$ cat src/rtl/grffa_pkg.sv
// Shared types, constants and control structures of the grid rectangle allocator.
package grffa_pkg;

    // Default grid bounds handed to the top-level parameters.
    localparam int MAX_COLS_DEF = 16;
    localparam int MAX_ROWS_DEF = 16;

    // Fixed field widths of the transactions and registers.
    localparam int KIND_W = 2;
    localparam int POS_W  = 4;
    localparam int SIZE_W = 5;
    localparam int CFG_W  = 5;
    localparam int APB_AW = 3;
    localparam int APB_DW = 32;

    // Register indexes of the configuration port.
    localparam logic REG_IDX_GRID_WIDTH  = 1'b0;
    localparam logic REG_IDX_GRID_HEIGHT = 1'b1;

    // Register reset values.
    localparam logic [CFG_W-1:0] GRID_WIDTH_RST  = 5'd16;
    localparam logic [CFG_W-1:0] GRID_HEIGHT_RST = 5'd16;

    // Request operations.
    typedef enum logic [KIND_W-1:0] {
        KIND_ALLOC = 2'd0,
        KIND_MARK  = 2'd1,
        KIND_CLEAR = 2'd2,
        KIND_CHECK = 2'd3
    } kind_t;

    // Controller states.
    typedef enum logic [2:0] {
        ST_IDLE,
        ST_DISPATCH,
        ST_ALLOC_ROWS,
        ST_ALLOC_FIT,
        ST_ALLOC_WRITE,
        ST_REGION_READ,
        ST_REGION_WRITE,
        ST_DONE
    } state_t;

    // First row of a row walk.
    typedef enum logic [1:0] {
        BASE_TOP,
        BASE_SCAN,
        BASE_SCAN_NEXT
    } walk_base_t;

    // Commands from the controller to the datapath.
    typedef struct packed {
        logic       load;
        logic       walk_start;
        walk_base_t walk_base;
        logic       walk_write;
        logic       walk_set;
        logic       take_fit;
        logic       scan_next;
        logic       mark_ok;
        logic       out_load;
    } dp_cmd_t;

    // Status from the datapath to the controller.
    typedef struct packed {
        kind_t kind;
        logic  region_ok;
        logic  alloc_ok;
        logic  walk_done;
        logic  fit_any;
        logic  region_free;
        logic  scan_more;
    } dp_status_t;

endpackage

$ cat src/rtl/grffa_regs.sv
// Configuration registers behind the APB-style port.
module grffa_regs (
    input  logic                         aclk,
    input  logic                         aresetn,
    input  logic                         psel,
    input  logic                         penable,
    input  logic                         pwrite,
    input  logic [grffa_pkg::APB_AW-1:0] paddr,
    input  logic [grffa_pkg::APB_DW-1:0] pwdata,
    output logic [grffa_pkg::APB_DW-1:0] prdata,
    output logic                         pready,
    output logic [grffa_pkg::CFG_W-1:0]  grid_width,
    output logic [grffa_pkg::CFG_W-1:0]  grid_height
);
    import grffa_pkg::*;

    logic [CFG_W-1:0] grid_width_reg;
    logic [CFG_W-1:0] grid_height_reg;
    logic             wr_en;
    logic             reg_idx;

    assign pready  = 1'b1;
    assign reg_idx = paddr[2];
    assign wr_en   = psel && penable && pwrite && pready;

    // Register writes complete in the access phase.
    always_ff @(posedge aclk) begin
        if (!aresetn) begin
            grid_width_reg  <= GRID_WIDTH_RST;
            grid_height_reg <= GRID_HEIGHT_RST;
        end else if (wr_en) begin
            if (reg_idx == REG_IDX_GRID_WIDTH) begin
                grid_width_reg <= pwdata[CFG_W-1:0];
            end else begin
                grid_height_reg <= pwdata[CFG_W-1:0];
            end
        end
    end

    // Read data selection.
    always_comb begin
        unique case (reg_idx)
            REG_IDX_GRID_WIDTH:  prdata = {{(APB_DW-CFG_W){1'b0}}, grid_width_reg};
            REG_IDX_GRID_HEIGHT: prdata = {{(APB_DW-CFG_W){1'b0}}, grid_height_reg};
            default:             prdata = '0;
        endcase
    end

    assign grid_width  = grid_width_reg;
    assign grid_height = grid_height_reg;

endmodule

$ cat src/rtl/grffa_dp.sv
// Datapath: occupancy row memory, row walker, fit search and result register.
module grffa_dp #(
    parameter int MAX_COLS = grffa_pkg::MAX_COLS_DEF,
    parameter int MAX_ROWS = grffa_pkg::MAX_ROWS_DEF
) (
    input  logic                         aclk,
    input  logic                         aresetn,
    input  logic [grffa_pkg::KIND_W-1:0] s_kind,
    input  logic [grffa_pkg::POS_W-1:0]  s_rect_left,
    input  logic [grffa_pkg::POS_W-1:0]  s_rect_top,
    input  logic [grffa_pkg::SIZE_W-1:0] s_rect_width,
    input  logic [grffa_pkg::SIZE_W-1:0] s_rect_height,
    input  logic [grffa_pkg::CFG_W-1:0]  grid_width,
    input  logic [grffa_pkg::CFG_W-1:0]  grid_height,
    input  grffa_pkg::dp_cmd_t           cmd,
    output grffa_pkg::dp_status_t        status,
    output logic                         m_ok,
    output logic [grffa_pkg::POS_W-1:0]  m_place_left,
    output logic [grffa_pkg::POS_W-1:0]  m_place_top
);
    import grffa_pkg::*;

    localparam int COL_W = $clog2(MAX_COLS);
    localparam int ROW_W = $clog2(MAX_ROWS);
    localparam int CW    = ((COL_W + 1 > SIZE_W) ? COL_W + 1 : SIZE_W) + 1;
    localparam int RW    = ((ROW_W + 1 > SIZE_W) ? ROW_W + 1 : SIZE_W) + 1;

    // Occupancy rows and their valid bits; an unwritten row reads as free.
    logic [MAX_COLS-1:0] mem [MAX_ROWS];
    logic [MAX_ROWS-1:0] vld_reg;
    logic [MAX_COLS-1:0] rd_data_reg;
    logic                rd_vld_reg;

    // Captured request.
    kind_t             kind_reg;
    logic [POS_W-1:0]  req_left_reg;
    logic [POS_W-1:0]  req_top_reg;
    logic [SIZE_W-1:0] req_w_reg;
    logic [SIZE_W-1:0] req_h_reg;

    // Row walker.
    logic [ROW_W-1:0]    row_reg;
    logic [SIZE_W-1:0]   cnt_reg;
    logic                pend_reg;
    logic [ROW_W-1:0]    pend_row_reg;
    logic [MAX_COLS-1:0] acc_reg;

    // Allocation scan and result.
    logic [ROW_W-1:0] scan_y_reg;
    logic [COL_W-1:0] found_x_reg;
    logic [ROW_W-1:0] found_y_reg;
    logic             res_ok_reg;
    logic             out_ok_reg;
    logic [POS_W-1:0] out_left_reg;
    logic [POS_W-1:0] out_top_reg;

    logic [CW-1:0]         cols_act;
    logic [RW-1:0]         rows_act;
    logic [CW-1:0]         w_ext;
    logic [RW-1:0]         h_ext;
    logic [MAX_COLS-1:0]   col_mask;
    logic [MAX_COLS-1:0]   w_mask;
    logic [MAX_COLS-1:0]   span;
    logic [CW-1:0]         span_left;
    logic [2*MAX_COLS-1:0] occ_ext;
    logic [MAX_COLS-1:0]   fit_vec;
    logic [COL_W-1:0]      fit_x;
    logic [ROW_W-1:0]      walk_base_row;
    logic [ROW_W+POS_W-1:0] top_ext;
    logic [COL_W+POS_W-1:0] fx_ext;
    logic [ROW_W+POS_W-1:0] fy_ext;
    logic [MAX_COLS-1:0]   rd_row;

    // Active grid size, limited to the storage bounds.
    always_comb begin
        cols_act = (CW'(grid_width) > CW'(MAX_COLS)) ? CW'(MAX_COLS) : CW'(grid_width);
        rows_act = (RW'(grid_height) > RW'(MAX_ROWS)) ? RW'(MAX_ROWS) : RW'(grid_height);
        w_ext    = CW'(req_w_reg);
        h_ext    = RW'(req_h_reg);
    end

    // Bounds checks for the two request classes.
    assign status.kind      = kind_reg;
    assign status.region_ok = (req_w_reg != '0) && (req_h_reg != '0)
                              && (CW'(req_left_reg) + w_ext <= cols_act)
                              && (RW'(req_top_reg) + h_ext <= rows_act);
    assign status.alloc_ok  = (req_w_reg != '0) && (req_h_reg != '0)
                              && (w_ext <= cols_act) && (h_ext <= rows_act);
    assign status.scan_more = (RW'(scan_y_reg) + RW'(1) + h_ext <= rows_act);
    assign status.walk_done = (cnt_reg == '0) && !pend_reg;

    // Column masks: active columns, width run, and the region span.
    always_comb begin
        span_left = (kind_reg == KIND_ALLOC) ? CW'(found_x_reg) : CW'(req_left_reg);
        for (int c = 0; c < MAX_COLS; c++) begin
            col_mask[c] = (CW'(c) < cols_act);
            w_mask[c]   = (CW'(c) < w_ext);
            span[c]     = (CW'(c) >= span_left) && (CW'(c) < span_left + w_ext);
        end
    end

    assign status.region_free = ~|(acc_reg & span);

    // First-fit search over the merged rows of one candidate band.
    always_comb begin
        occ_ext = {{MAX_COLS{1'b1}}, acc_reg | ~col_mask};
        for (int x = 0; x < MAX_COLS; x++) begin
            fit_vec[x] = ~|(occ_ext[x +: MAX_COLS] & w_mask);
        end
        fit_x = '0;
        for (int x = MAX_COLS - 1; x >= 0; x--) begin
            if (fit_vec[x]) begin
                fit_x = COL_W'(x);
            end
        end
    end

    assign status.fit_any = |fit_vec;

    // Start row of a walk.
    always_comb begin
        top_ext = {{ROW_W{1'b0}}, req_top_reg};
        unique case (cmd.walk_base)
            BASE_TOP:       walk_base_row = top_ext[ROW_W-1:0];
            BASE_SCAN:      walk_base_row = scan_y_reg;
            BASE_SCAN_NEXT: walk_base_row = scan_y_reg + ROW_W'(1);
            default:        walk_base_row = scan_y_reg;
        endcase
    end

    // Request capture and scan bookkeeping.
    always_ff @(posedge aclk) begin
        if (cmd.load) begin
            kind_reg     <= kind_t'(s_kind);
            req_left_reg <= s_rect_left;
            req_top_reg  <= s_rect_top;
            req_w_reg    <= s_rect_width;
            req_h_reg    <= s_rect_height;
            scan_y_reg   <= '0;
            found_x_reg  <= '0;
            found_y_reg  <= '0;
            res_ok_reg   <= 1'b0;
        end else begin
            if (cmd.scan_next) begin
                scan_y_reg <= scan_y_reg + ROW_W'(1);
            end
            if (cmd.take_fit) begin
                found_x_reg <= fit_x;
                found_y_reg <= scan_y_reg;
            end
            if (cmd.mark_ok) begin
                res_ok_reg <= 1'b1;
            end
        end
    end

    // Row walker control: one row read issued per cycle.
    always_ff @(posedge aclk) begin
        if (!aresetn) begin
            cnt_reg  <= '0;
            pend_reg <= 1'b0;
        end else if (cmd.walk_start) begin
            cnt_reg  <= req_h_reg;
            pend_reg <= 1'b0;
        end else begin
            pend_reg <= (cnt_reg != '0);
            if (cnt_reg != '0) begin
                cnt_reg <= cnt_reg - SIZE_W'(1);
            end
        end
    end

    always_ff @(posedge aclk) begin
        if (cmd.walk_start) begin
            row_reg <= walk_base_row;
        end else if (cnt_reg != '0) begin
            row_reg <= row_reg + ROW_W'(1);
        end
        pend_row_reg <= row_reg;
    end

    // Registered memory read.
    always_ff @(posedge aclk) begin
        rd_data_reg <= mem[row_reg];
        rd_vld_reg  <= vld_reg[row_reg];
    end

    assign rd_row = rd_vld_reg ? rd_data_reg : '0;

    // Returned rows are merged into the band or written back modified.
    always_ff @(posedge aclk) begin
        if (cmd.walk_start) begin
            acc_reg <= '0;
        end else if (pend_reg && !cmd.walk_write) begin
            acc_reg <= acc_reg | rd_row;
        end
    end

    always_ff @(posedge aclk) begin
        if (pend_reg && cmd.walk_write) begin
            mem[pend_row_reg] <= cmd.walk_set ? (rd_row | span) : (rd_row & ~span);
        end
    end

    always_ff @(posedge aclk) begin
        if (!aresetn) begin
            vld_reg <= '0;
        end else if (pend_reg && cmd.walk_write) begin
            vld_reg[pend_row_reg] <= 1'b1;
        end
    end

    // Output register; allocate reports the found place, others echo the request.
    always_comb begin
        fx_ext = {{POS_W{1'b0}}, found_x_reg};
        fy_ext = {{POS_W{1'b0}}, found_y_reg};
    end

    always_ff @(posedge aclk) begin
        if (cmd.out_load) begin
            out_ok_reg <= res_ok_reg;
            if (kind_reg == KIND_ALLOC) begin
                out_left_reg <= fx_ext[POS_W-1:0];
                out_top_reg  <= fy_ext[POS_W-1:0];
            end else begin
                out_left_reg <= req_left_reg;
                out_top_reg  <= req_top_reg;
            end
        end
    end

    assign m_ok         = out_ok_reg;
    assign m_place_left = out_left_reg;
    assign m_place_top  = out_top_reg;

endmodule

$ cat src/rtl/grffa_ctrl.sv
// Controller state machine sequencing the row walks of each request.
module grffa_ctrl (
    input  logic                  aclk,
    input  logic                  aresetn,
    input  logic                  s_valid,
    output logic                  s_ready,
    output logic                  m_valid,
    input  logic                  m_ready,
    input  grffa_pkg::dp_status_t status,
    output grffa_pkg::dp_cmd_t    cmd
);
    import grffa_pkg::*;

    state_t state_reg;
    state_t state_next;
    logic   m_valid_reg;
    logic   m_valid_next;

    // State and result-valid registers.
    always_ff @(posedge aclk) begin
        if (!aresetn) begin
            state_reg   <= ST_IDLE;
            m_valid_reg <= 1'b0;
        end else begin
            state_reg   <= state_next;
            m_valid_reg <= m_valid_next;
        end
    end

    // Next state and datapath commands.
    always_comb begin
        state_next = state_reg;
        cmd        = '0;
        cmd.walk_base = BASE_TOP;
        s_ready    = 1'b0;
        unique case (state_reg)
            ST_IDLE: begin
                s_ready = 1'b1;
                if (s_valid) begin
                    cmd.load   = 1'b1;
                    state_next = ST_DISPATCH;
                end
            end
            ST_DISPATCH: begin
                if (status.kind == KIND_ALLOC) begin
                    if (status.alloc_ok) begin
                        cmd.walk_start = 1'b1;
                        cmd.walk_base  = BASE_SCAN;
                        state_next     = ST_ALLOC_ROWS;
                    end else begin
                        state_next = ST_DONE;
                    end
                end else if (!status.region_ok) begin
                    state_next = ST_DONE;
                end else begin
                    cmd.walk_start = 1'b1;
                    cmd.walk_base  = BASE_TOP;
                    state_next     = (status.kind == KIND_CHECK) ? ST_REGION_READ
                                                                 : ST_REGION_WRITE;
                end
            end
            ST_ALLOC_ROWS: begin
                if (status.walk_done) begin
                    state_next = ST_ALLOC_FIT;
                end
            end
            ST_ALLOC_FIT: begin
                if (status.fit_any) begin
                    cmd.take_fit   = 1'b1;
                    cmd.walk_start = 1'b1;
                    cmd.walk_base  = BASE_SCAN;
                    state_next     = ST_ALLOC_WRITE;
                end else if (status.scan_more) begin
                    cmd.scan_next  = 1'b1;
                    cmd.walk_start = 1'b1;
                    cmd.walk_base  = BASE_SCAN_NEXT;
                    state_next     = ST_ALLOC_ROWS;
                end else begin
                    state_next = ST_DONE;
                end
            end
            ST_ALLOC_WRITE: begin
                cmd.walk_write = 1'b1;
                cmd.walk_set   = 1'b1;
                if (status.walk_done) begin
                    cmd.mark_ok = 1'b1;
                    state_next  = ST_DONE;
                end
            end
            ST_REGION_READ: begin
                if (status.walk_done) begin
                    cmd.mark_ok = status.region_free;
                    state_next  = ST_DONE;
                end
            end
            ST_REGION_WRITE: begin
                cmd.walk_write = 1'b1;
                cmd.walk_set   = (status.kind == KIND_MARK);
                if (status.walk_done) begin
                    cmd.mark_ok = 1'b1;
                    state_next  = ST_DONE;
                end
            end
            ST_DONE: begin
                if (!m_valid_reg || m_ready) begin
                    cmd.out_load = 1'b1;
                    state_next   = ST_IDLE;
                end
            end
            default: begin
                state_next = ST_IDLE;
            end
        endcase
    end

    // Result valid holds until the receiver takes the transaction.
    always_comb begin
        if (cmd.out_load) begin
            m_valid_next = 1'b1;
        end else if (m_ready) begin
            m_valid_next = 1'b0;
        end else begin
            m_valid_next = m_valid_reg;
        end
    end

    assign m_valid = m_valid_reg;

endmodule

$ cat src/rtl/grid_rect_first_fit_allocator.sv
// Top level of the two-dimensional first-fit rectangle allocator.
//
// Usage: a request transaction (s_kind, s_rect_*) enters on s_valid/s_ready;
// one result transaction (m_ok, m_place_left, m_place_top) leaves on
// m_valid/m_ready for every request. Requests are handled one at a time.
// Grid size registers sit on the APB-style port (grid_width at 0x0,
// grid_height at 0x4); write them only while the block is idle (not enforced).
//
// Mark, clear and check walk the rows of the region; a request out of
// bounds skips the walk. Allocate walks each candidate row band in turn
// and walks the band found once more to mark the place, reading one row
// per cycle through the memory port.
// The next request is taken in the cycle after the result is loaded.
//
// Reset clears the grid at once through per-row valid bits and sets both
// size registers to 16. A new request is taken while an earlier result
// still waits; when the receiver stalls, the next result waits in the
// controller's final state until the output register frees up.
module grid_rect_first_fit_allocator #(
    parameter int MAX_COLS = grffa_pkg::MAX_COLS_DEF,
    parameter int MAX_ROWS = grffa_pkg::MAX_ROWS_DEF
) (
    input  logic                         aclk,
    input  logic                         aresetn,
    input  logic                         s_valid,
    output logic                         s_ready,
    input  logic [grffa_pkg::KIND_W-1:0] s_kind,
    input  logic [grffa_pkg::POS_W-1:0]  s_rect_left,
    input  logic [grffa_pkg::POS_W-1:0]  s_rect_top,
    input  logic [grffa_pkg::SIZE_W-1:0] s_rect_width,
    input  logic [grffa_pkg::SIZE_W-1:0] s_rect_height,
    output logic                         m_valid,
    input  logic                         m_ready,
    output logic                         m_ok,
    output logic [grffa_pkg::POS_W-1:0]  m_place_left,
    output logic [grffa_pkg::POS_W-1:0]  m_place_top,
    input  logic                         psel,
    input  logic                         penable,
    input  logic                         pwrite,
    input  logic [grffa_pkg::APB_AW-1:0] paddr,
    input  logic [grffa_pkg::APB_DW-1:0] pwdata,
    output logic [grffa_pkg::APB_DW-1:0] prdata,
    output logic                         pready
);
    import grffa_pkg::*;

    logic [CFG_W-1:0] grid_width;
    logic [CFG_W-1:0] grid_height;
    dp_cmd_t          cmd;
    dp_status_t       status;

    // Configuration registers.
    grffa_regs u_regs (
        .aclk        (aclk),
        .aresetn     (aresetn),
        .psel        (psel),
        .penable     (penable),
        .pwrite      (pwrite),
        .paddr       (paddr),
        .pwdata      (pwdata),
        .prdata      (prdata),
        .pready      (pready),
        .grid_width  (grid_width),
        .grid_height (grid_height)
    );

    // Controller.
    grffa_ctrl u_ctrl (
        .aclk    (aclk),
        .aresetn (aresetn),
        .s_valid (s_valid),
        .s_ready (s_ready),
        .m_valid (m_valid),
        .m_ready (m_ready),
        .status  (status),
        .cmd     (cmd)
    );

    // Datapath.
    grffa_dp #(
        .MAX_COLS (MAX_COLS),
        .MAX_ROWS (MAX_ROWS)
    ) u_dp (
        .aclk          (aclk),
        .aresetn       (aresetn),
        .s_kind        (s_kind),
        .s_rect_left   (s_rect_left),
        .s_rect_top    (s_rect_top),
        .s_rect_width  (s_rect_width),
        .s_rect_height (s_rect_height),
        .grid_width    (grid_width),
        .grid_height   (grid_height),
        .cmd           (cmd),
        .status        (status),
        .m_ok          (m_ok),
        .m_place_left  (m_place_left),
        .m_place_top   (m_place_top)
    );

endmodule

$ cat config.mk
export PLATFORM = sky130hd
export DESIGN_NAME = grid_rect_first_fit_allocator
export DESIGN_NICKNAME = d
export VERILOG_FILES = /design/src/rtl/grffa_pkg.sv /design/src/rtl/grffa_regs.sv /design/src/rtl/grffa_dp.sv /design/src/rtl/grffa_ctrl.sv /design/src/rtl/grid_rect_first_fit_allocator.sv
export SDC_FILE = /design/constraint.sdc
export NUM_CORES = 1
export LEC_CHECK = 0
export ABC_CLOCK_PERIOD_IN_PS = 6150
export BUFFER_PORTS_ARGS = -buffer_cell sky130_fd_sc_hd__buf_2
export CAP_MARGIN = 40
export CORE_MARGIN = 4
export CORE_UTILIZATION = 50
export DETAILED_ROUTE_END_ITERATION = 8
export GPL_ROUTABILITY_DRIVEN = 0
export MAX_ROUTING_LAYER = met4
export PLACE_DENSITY_LB_ADDON = 0.3
export SYNTH_ARGS = -nofsm -noshare
export SYNTH_HDL_FRONTEND = slang
export SYNTH_SLANG_ARGS = --single-unit
$ cat constraint.sdc
create_clock -name aclk -period 6.15 [get_ports aclk]
set_clock_uncertainty 0.15 [all_clocks]
set_input_delay 0.3075 -clock aclk [delete_from_list [all_inputs] [get_ports aclk]]
set_output_delay 0.3075 -clock aclk [all_outputs]
set_load 0.1 [all_outputs]
==> results of run 1 <==
## kinds of logic (layout without fill, tap and decap cells)
family	after synthesis	count (layout)
XOR/XNOR	23	23
AND/OR/NAND/NOR	344	344
adder cells (fa/ha/maj)	50	50
buffers and inverters	152	242
AO/OA/AOI/OAI	367	367
flip-flops	375	375
other	2	28
multiplexers	139	139
## per-layer routing
layer / part of all wire / routed length, um / global-route usage / vias up
li1: - / - / - / 5708
met1: 0.43 / 19250 / 0.3157 / 6100
met2: 0.47 / 21360 / 0.3653 / 618
met3: 0.072 / 3240 / 0.03642 / 132
met4: 0.031 / 1419 / 0.07575 / 0
met5: 0 / 0 / - / -
## worst max-delay path, stage by stage, from the launching register on
cell,delay (ns)
edfxtp_1,0.47
nor2_1,0.13
buf_4,0.23
mux2i_1,0.53
inv_1,0.29
ha_1,0.42
nor4_1,0.23
o21ai_0,0.31
o311a_1,0.45
a221o_1,0.31
a21oi_1,0.20
o221ai_1,0.15
a2111oi_0,0.72
a221o_1,0.19
## Yosys cell counts, types with 9 or more instances
cell | n | share of area
o211ai_1 | 9 | 0.0037
mux4_2 | 34 | 0.042
mux2_2 | 17 | 0.011
buf_2 | 10 | 0.0028
a22oi_1 | 22 | 0.0091
o22ai_1 | 27 | 0.0093
nand3_1 | 28 | 0.0077
a21oi_1 | 69 | 0.019
o21a_1 | 23 | 0.0095
nor3_1 | 27 | 0.0075
a31oi_1 | 22 | 0.0076
o221ai_1 | 11 | 0.0053
nor4_1 | 11 | 0.0038
inv_1 | 42 | 0.0087
xnor2_1 | 15 | 0.0072
buf_4 | 33 | 0.014
clkbuf_1 | 48 | 0.0099
edfxtp_1 | 289 | 0.48
a211oi_1 | 14 | 0.0058
a221oi_1 | 17 | 0.0082
nor2_1 | 82 | 0.017
nand2b_1 | 13 | 0.0045
o21ai_0 | 76 | 0.021
mux2i_1 | 87 | 0.048
nand2_1 | 104 | 0.022
dfxtp_1 | 86 | 0.095
ha_1 | 46 | 0.032
nor2b_1 | 27 | 0.0093
buf_6 | 11 | 0.0068
## cells in the final DEF (no fill, tap or decap), drive strengths merged, types with 13 or more instances in the layout
cell	instances
nand2b	13
dfxtp	86
edfxtp	289
xnor2	15
conb	28
mux4	34
o22ai	28
mux2i	87
mux2	18
dlygate4sd3	26
ha	46
buf	100
a31oi	23
clkbuf	48
a211oi	16
nor2b	27
nor4	15
nor2	87
nor3	28
clkinv	18
o21ai	79
nand3	30
nand2	106
o21a	23
inv	44
a221oi	17
a21oi	72
a22oi	22
## power breakdown
part	internal, uW	switching [uW]	leakage [uW]
clock	1430	984	0.000637
sequential	3250	311	0.00337
combinational	1420	2370	0.00360
total	6090	3670	0.00761
## how the worst min path moves through the flow
stage          cells past startpoint                     to            start
2_1_floorplan                      0   u_dp.pend_row_reg[3]  u_dp.row_reg[3]
4_1_cts                            2  u_regs.grid_height[4]          aresetn
6_report                           2  u_regs.grid_height[4]          aresetn
5_1_grt                            2  u_regs.grid_height[4]          aresetn
3_3_place_gp                       0              u_dp.m_ok  u_dp.res_ok_reg
3_5_place_dp                       0              u_dp.m_ok  u_dp.res_ok_reg
## cell type report
cell class / count / area [um^2] / area share
flip-flops and latches: 375 / 10400 / 0.5067
multi-input cells: 951 / 7087 / 0.3453
clock buffers: 48 / 1041 / 0.05072
repair buffers: 126 / 969.7 / 0.04724
well taps: 461 / 576.8 / 0.02810
clock inverters: 24 / 286.5 / 0.01396
inverters: 44 / 165.2 / 0.008046
## through the flow
stage               cell area, um^2  power (uW)  std cells
finish                        20530        9760       2029
global route                  20530       10300       2029
CTS                           20530        9747       2029
detailed placement            18940        7318       1931
global placement              18780        7203       1919
floorplan                     18230        6298       1478
==> impl_results.md, run 1 <==
- Status: complete, no violations
- # port buffers: 48
- Register area share after synthesis: 0.5737
- GRT overflow: 0
- Critical path origin: u_dp.kind_reg[1]
- Min cycle time layout: 4.834 ns
- Critical-path maximum fanout: 14
- Die Height: 198.4 um
- Synth cell types: 88
- Max reg flops: 256
- Initial DRC count: 1088
- Worst r2r src: u_dp.kind_reg[1]
- Setup Fix Bufs, Post-CTS: 0
- Syn Inst Count: 1452
- Final wirelength: 45270 um
- Final WS setup: 1.316 ns
- CP endpoint: u_dp.res_ok_reg
- Inserted Diodes: 0
- Top reg by flops: u_dp.mem
- GRT Util Overall: 0.2330
- Cts hold-fix bufs: 26
- Worst-Margin Slew: 0.9211 ns
- Worst EP required: 6.49 ns
- Rel. slew slack: 0.3860
- Place WS: between 1 and 1.5 ns
- Fin util: 0.5757
- Synth Cell Area: 18130 um^2
- # IOs: approximately 110
- Leakage: ~0.0076 uW
- Rows: a little under 70
- Crit path kind: reg -> reg
- Dominant synthesized flop cell: edfxtp_1
- Clk sink count: 375
- Hold slack: between 0.05 and 0.06 ns
- Area growth syn-to-layout: 13.23%
- Largest net degree at the start of global routing: ~110
- Worst Hold Class: in -> reg
- # resized after CTS: 0
- Crit path capture type: flop
- CTS Buf Count: 40
- Reg2reg setup slack: 1.32 ns
- Flops & latches, synth: 375
- CTS clk-pin slew, worst paths: approximately 0.060 ns
- RSZ-0062 raised after global routing: false
- Ys async rst share: 0
- Xor/xnor share of the synthesized area: 0.01111
- Clk_lat worst skew: 0.55 ns
- Tcrit/Tclk final: 0.7861
- Nets: around 1700
- Post-synthesis simple-gate area fraction: 0.09484
- Compound-Gate Fraction of Synth Area: 0.1385
- Layout cells sized above 1: 0.1639
- Maximum vdd ir drop: 0.0004651 V
- Critical Path AT: 5.17 ns
- Drt pass-1 iters: 6
- Max_cap viols: 0
- Mux contribution to synthesized area: 0.1017
- Die ar.: 39360 um^2
- Via count: between 10000 and 15000
- CTS root buf: clkbuf_16
- Vias in the first global route: 12190
- DP HPWL: 29060 um
- Filler cells: between 2000 and 3000
- Crit start category: flop
- EDFF count, synth: 289
- Synth Warn #: 0
- DR WL/cell: around 22 um
- Syn Area/Cell: 12.48 um^2
- First-pass GRT wire length: between 60000 and 70000 um
- R2r endpoint: u_dp.res_ok_reg
- CTS H-tree lvls: 2
- Final setup violation count: 0
- Core footprint: ~36000 um^2
- Setup TNS after final layout: 0 ns
- DRC errors left: 0
- ANT nets after route: 0
- Cells on worst reg2reg path: 13
- Initial Util: 0.5084
- DIE WIDTH: 198.4 um
- Hold Vio Cnt, Final: 0
- TritonCTS clock tree: yes
- Vias/cell: 6.189
- Adder-cell area share of the yosys netlist: 0.03617
- Clock tree buffer depth: 3
- Largest family of logic cells by synthesized area: compound AO/OA/AOI/OAI gates
- Slew Limit Fails: 0
- Antenna violations before repair: 0
- Fmax: roughly 210 MHz
- Power Density: around 480 nW/um^2
(Power assumes the default switching activity.)
==> inputs of run 2 (changes only) <==
--- a/config.mk
+++ b/config.mk
@@ -5,7 +5,8 @@
 export SDC_FILE = /design/constraint.sdc
 export NUM_CORES = 1
 export LEC_CHECK = 0
-export ABC_CLOCK_PERIOD_IN_PS = 6150
+export ABC_AREA = 1
+export ABC_CLOCK_PERIOD_IN_PS = 4400
 export BUFFER_PORTS_ARGS = -buffer_cell sky130_fd_sc_hd__buf_2
 export CAP_MARGIN = 40
 export CORE_MARGIN = 4
==> constraint.sdc (replaced) <==
create_clock -name aclk -period 4.4 [get_ports aclk]
set_clock_uncertainty 0.15 [all_clocks]
set_input_delay 0.22 -clock aclk [delete_from_list [all_inputs] [get_ports aclk]]
set_output_delay 0.22 -clock aclk [all_outputs]
set_load 0.1 [all_outputs]
==> impl_results.md, run 2 <==
- Status: complete, no violations
- Cells on worst reg2reg path: 19
- # resized after CTS: 0
- CTS clk-pin slew, worst paths: around 0.060 ns
- Critical-path maximum fanout: 10
- Nets: 2150
- Critical Path AT: roughly 4.3 ns
- First-pass GRT wire length: 75510 um
- Top cells by count, synth: nand2_1, edfxtp_1, nor2_1
- # port buffers: 48
- Slew Limit Fails: 0
- Worst EP required: 4.64 ns
- Power Density: 704.7 nW/um^2
- Vias/cell: 5.688
- Max reg flops: 256
- Die Height: 197.9 um
- Final wirelength: between 40000 and 50000 um
- Largest net degree at the start of global routing: around 140
- DRC errors left: 0
- Placed cell count: 2424
- Drt pass-1 iters: 7
- Rows: 69
- Hold slack: 0.04869 ns
- Most common cell after layout, fill and taps aside: nand2_1
- Max_cap viols: 0
- Sequential power share: 0.354
- Syn Inst Count: 1937
- Internal: 8414 uW
- Core footprint: roughly 36000 um^2
- Clk_lat worst skew: 0.55 ns
- CTS root buf: clkbuf_16
- DIE WIDTH: 197.9 um
- Crit path kind: reg -> reg
- Fmax: 247.8 MHz
- Logic pwr share: 0.417
- Tcrit/Tclk final: 0.9171
- Commonest cells after routing, fill and taps aside: nand2_1, edfxtp_1, nor2_1
- Inserted Diodes: 0
- Dominant cells by area after synthesis: edfxtp_1, dfxtp_1, nand2_1, nor2_1, o21ai_0
- Die ar.: 39150 um^2
- GRT overflow: 0
- Filler cells: 2990
- Register area share after synthesis: 0.5770
- Synth Cell Area: approximately 18000 um^2
- Layout cells sized above 1: 0.1029
- Leakage: 0.008287 uW
- Worst Hold Class: in -> reg
- Flops & latches, synth: 375
- Setup Fix Bufs, Post-CTS: 0
- DR WL/cell: 19.41 um
- Dominant synthesized flop cell: edfxtp_1
- Ys async rst share: 0
- Setup TNS after final layout: 0 ns
- EDFF count, synth: 289
- Hold Vio Cnt, Final: 0
- Most numerous cell in the Yosys netlist: nand2_1
- GRT Util Overall: 0.2529
- Min cycle time layout: 4.035 ns
- Tot Pwr: between 10000 and 15000 uW
- Sw Ratio: 0.4172
- RSZ-0062 raised after global routing: false
- Maximum vdd ir drop: 0.0003480 V
- Crit path capture type: flop
- Clock tree buffer depth: 3
- Clk pwr share: 0.228
- DP HPWL: between 30000 and 40000 um
- Worst-Margin Slew: 0.8226 ns
- Initial Util: 0.5067
- Synth Warn #: 0
- CTS H-tree lvls: 2
- Area growth syn-to-layout: 13.67%
- Synth cell types: 53
- TritonCTS clock tree: yes
- Dominant cell type by area after synthesis: edfxtp_1
- Via count: 14390
- Switching pwr: 6024 uW
- ANT nets after route: 0
- Initial DRC count: 1448
- CTS Buf Count: 39
- Vias in the first global route: 13730
- Synth top area share: 0.4815
- Final cell count without fillers: between 2000 and 3000
- Rel. slew slack: 0.4510
- Clk sink count: ~380
- Top reg by flops: u_dp.mem
- Antenna violations before repair: 0
- Final setup violation count: 0
- Syn Area/Cell: 9.305 um^2
- # IOs: between 100 and 150
- Crit start category: flop
- Hold path depth: 3
==> run 2: cell count changes in the layout (fill, tap and decap cells not counted), moves of 54 or more <==
cell,before,now
a21oi_1,69,123
inv_1,42,147
mux2i_1,87,0
nand2_1,104,438
nand3_1,28,93
nor2_1,70,230
o21ai_0,76,182
==> run 2: layout make-up <==
class | instances | area (um^2) | area share
clock inverter | 19 | 193.9 | 0.009466
clock buffer | 53 | 1089 | 0.05313
sequential | 375 | 10400 | 0.5076
timing repair buffer | 133 | 988.4 | 0.04825
tap | 461 | 576.8 | 0.02815
inverter | 161 | 611.8 | 0.02986
multi-input combinational | 1328 | 6628 | 0.3235
==> run 2: worst max-delay path, stage by stage (launching register included) <==
cell and delay, ns:
edfxtp_1 0.42, nor2_2 0.14, inv_1 0.16, or2_2 0.31, o21ai_0 0.14, inv_1 0.11
ha_1 0.24, fa_1 0.39, nand2_1 0.08, inv_1 0.05, o21ai_0 0.23, o21bai_1 0.09
inv_1 0.05, nand2_1 0.10, nor2_1 0.24, o21ai_0 0.13, nand2_1 0.13, nor2_1 0.05
a21oi_1 0.43, buf_4 0.26
==> run 2: power groups by stage <==
stage | clock, uW | combinational, uW | sequential, uW
2_1_floorplan | 0 | 4160 | 5020
3_3_place_gp | 0 | 5680 | 5170
3_5_place_dp | 0 | 5880 | 5180
4_1_cts | 3330 | 5940 | 5110
5_1_grt | 3500 | 6690 | 5150
6_report | 3300 | 6030 | 5120
==> run 2: kinds of logic after synthesis <==
group                    Yosys count  synth area share
AO/OA/AOI/OAI                    384            0.1181
flip-flops                       375            0.5770
adder cells (fa/ha/maj)           50           0.03638
other                              2         0.0004167
AND/OR/NAND/NOR                  850            0.1973
buffers and inverters            260           0.06303
XOR/XNOR                          16          0.007775
==> run 2: metal layers <==
layer,routed length (um),vias to the layer above,global-route usage
li1,-,6798,-
met1,20220,6817,0.3270
met2,23770,662,0.4196
met3,3728,113,0.03573
met4,1381,0,0.07396
met5,0,-,-
==> run 2: worst paths after layout <==
check	slack, ns	endpoint	from
setup reg to reg	0.36	u_dp.mem[15][6]	u_dp.kind_reg[1]
setup / recovery	0.36	u_dp.mem[15][6]	u_dp.kind_reg[1]
hold / removal	0.05	u_regs.grid_width[4]	paddr[2]
hold reg to reg	0.32	u_dp.found_x_reg[0]	u_dp.found_x_reg[0]
==> run 2: stage by stage <==
stage | utilization | setup WS, ns | area, um^2
floorplan | - | 0.3753 | 18120
global placement | 0.5297 | 0.2486 | 18840
detailed placement | 0.5304 | 0.3659 | 18860
CTS | 0.5760 | 0.3909 | 20490
global route | 0.5760 | 0.007722 | 20490
finish | 0.5760 | 0.3646 | 20490
==> run 2: repair_timing <==
item,CTS,global route
hold buffers,34,0
endpoints found under the setup margin,0,0
hold endpoints to repair,39,0
==> inputs of run 3 (changes only) <==
--- a/config.mk
+++ b/config.mk
@@ -9,7 +9,7 @@
 export ABC_CLOCK_PERIOD_IN_PS = 4400
 export BUFFER_PORTS_ARGS = -buffer_cell sky130_fd_sc_hd__buf_2
 export CAP_MARGIN = 40
-export CORE_MARGIN = 4
+export CORE_MARGIN = 2
 export CORE_UTILIZATION = 50
 export DETAILED_ROUTE_END_ITERATION = 8
 export GPL_ROUTABILITY_DRIVEN = 0
==> impl_results.md, run 3 (synthesized netlist as in run 2, its figures left out) <==
- Crit path kind: reg -> reg
- Initial DRC count: 1253
- Switching pwr: 6027 uW
- Slew Limit Fails: 0
- Die Height: 193.9 um
- CTS H-tree lvls: 2
- Hold Vio Cnt, Final: 0
- Clock tree buffer depth: 3
- Die ar.: roughly 38000 um^2
- CTS clk-pin slew, worst paths: 0.06 ns
- # port buffers: 48
- Area growth syn-to-layout: 14.02%
- Sw Ratio: 0.4136
- Footprint of the multi-input gates: 6635 um^2
- Setup TNS after final layout: 0 ns
- Worst EP required: 4.54 ns
- Most common cell after layout, fill and taps aside: nand2_1
- Place WS: 0.3735 ns
- DRC errors left: 0
- Crit start category: flop
- CTS Buf Count: approximately 40
- Final WS setup: 0.4384 ns
- Max_cap viols: 0
- Maximum vdd ir drop: 0.0004483 V
- Via count: 14490
- Critical-path maximum fanout: 27
- DP HPWL: 31290 um
- ANT nets after route: 0
- Tcrit/Tclk final: 0.9004
- DR WL/cell: 19.49 um
- GRT Util Overall: 0.2672
- RSZ-0062 raised after global routing: false
- Logic pwr share: 0.415
- Rel. slew slack: 0.4402
- Antenna violations before repair: 0
- First-pass GRT wire length: 76760 um
- Status: complete, no violations
- Clk pwr share: 0.232
- Register area: between 10000 and 15000 um^2
- Largest net degree at the start of global routing: 91
- Vias/cell: 5.720
- Inserted Diodes: 0
- CTS root buf: clkbuf_16
- Commonest cells after routing, fill and taps aside: nand2_1, edfxtp_1, nor2_1
- Crit path capture type: flop
- Min cycle time layout: 3.962 ns
- Power Density: 709.0 nW/um^2
- Max reg flops: ~260
- Filler cells: between 3000 and 4000
- Fin util: 0.5778
- Critical Path AT: 4.11 ns
- Worst-Margin Slew: 0.8345 ns
- Sequential power share: 0.353
- Final wirelength: 49380 um
- Vias in the first global route: 13990
- Nets: around 2200
- # IOs: 106
- Core footprint: 35570 um^2
- Setup Fix Bufs, Post-CTS: 0
- Drt pass-1 iters: 6
- Clk sink count: 375
- Worst Hold Class: in -> reg
- DIE WIDTH: 193.9 um
- Initial Util: 0.5067
- GRT overflow: 0
- Rows: 69
- Top reg by flops: u_dp.mem
- Layout cells sized above 1: 0.1008
- Clk_lat worst skew: 0.55 ns
- Fmax: approximately 250 MHz
- Internal: 8544 uW
- TritonCTS clock tree: yes
- Final setup violation count: 0
- Leakage: 0.008305 uW
## run 3: cell count changes in the layout (fill, tap and decap cells not counted), sizes merged
cell,before,now
dlygate4sd3,34,33
inv,159,158
buf,99,100
bufinv,2,3
clkbuf,53,58
clkinv,18,17
## run 3: final timing paths
check,slack [ns],cells after the start,to,startpoint
max,0.44,16,u_dp.row_reg[0],u_dp.scan_y_reg[1]
min,0.04,4,u_regs.grid_width[4],penable
max reg2reg,0.44,16,u_dp.row_reg[0],u_dp.scan_y_reg[1]
min reg2reg,0.32,2,u_dp.vld_reg[1],u_dp.vld_reg[1]
## run 3: what timing repair did
action                                  in CTS  in global routing
hold buffers                                33                  0
gates resized for setup                      0                  3
endpoints found under the setup margin       0                 36
endpoints found under the hold margin       38                  0
## run 3: metal layers
metal | track usage | vias to the layer above | share of wire
met5 | - | - | 0
met4 | 0.09624 | 0 | 0.033
met3 | 0.04018 | 132 | 0.095
met2 | 0.4329 | 748 | 0.47
met1 | 0.3435 | 6794 | 0.40
li1 | - | 6820 | -
## run 3: critical path: stages (launching register included)
cell     delay (ns)
dfxtp_1        0.38
ha_1           0.20
xor2_1         0.23
ha_1           0.33
nand3_1        0.11
nand3_1        0.10
xor2_1         0.14
inv_1          0.05
ha_1           0.32
nand2_1        0.07
o21ai_0        0.20
a21oi_1        0.09
o21a_1         0.23
a22oi_1        0.41
nand3_4        0.36
nand3_1        0.26
nand2_1        0.07
## run 3: per-stage QoR
stage | cell area (um^2) | cells | total power (uW) | hold WS, ns
final | 20550 | 2534 | 14570 | 0.04142
after global routing | 20550 | 2534 | 15480 | 0.04407
after CTS | 20540 | 2534 | 14500 | 0.0003403
after detailed placement | 18890 | 2425 | 11070 | 0.2483
after global placement | 18840 | 2422 | 10860 | 0.2459
after floorplan | 18120 | 1963 | 9179 | 0.1689
## run 3: area by class of cell
type | count | area share
inverter | 161 | 0.02971
clock buffer | 58 | 0.05504
tap | 461 | 0.02807
clock inverter | 18 | 0.009559
multi-input combinational | 1328 | 0.3229
timing repair buffer | 133 | 0.04871
sequential | 375 | 0.5061
## run 3: power groups by stage
stage	Combinational, uW	Sequential [uW]	Clock, uW
after floorplan	4160	5020	0
final	6040	5150	3380
after CTS	5940	5130	3430
after detailed placement	5870	5200	0
after global placement	5640	5230	0
after global routing	6730	5170	3570
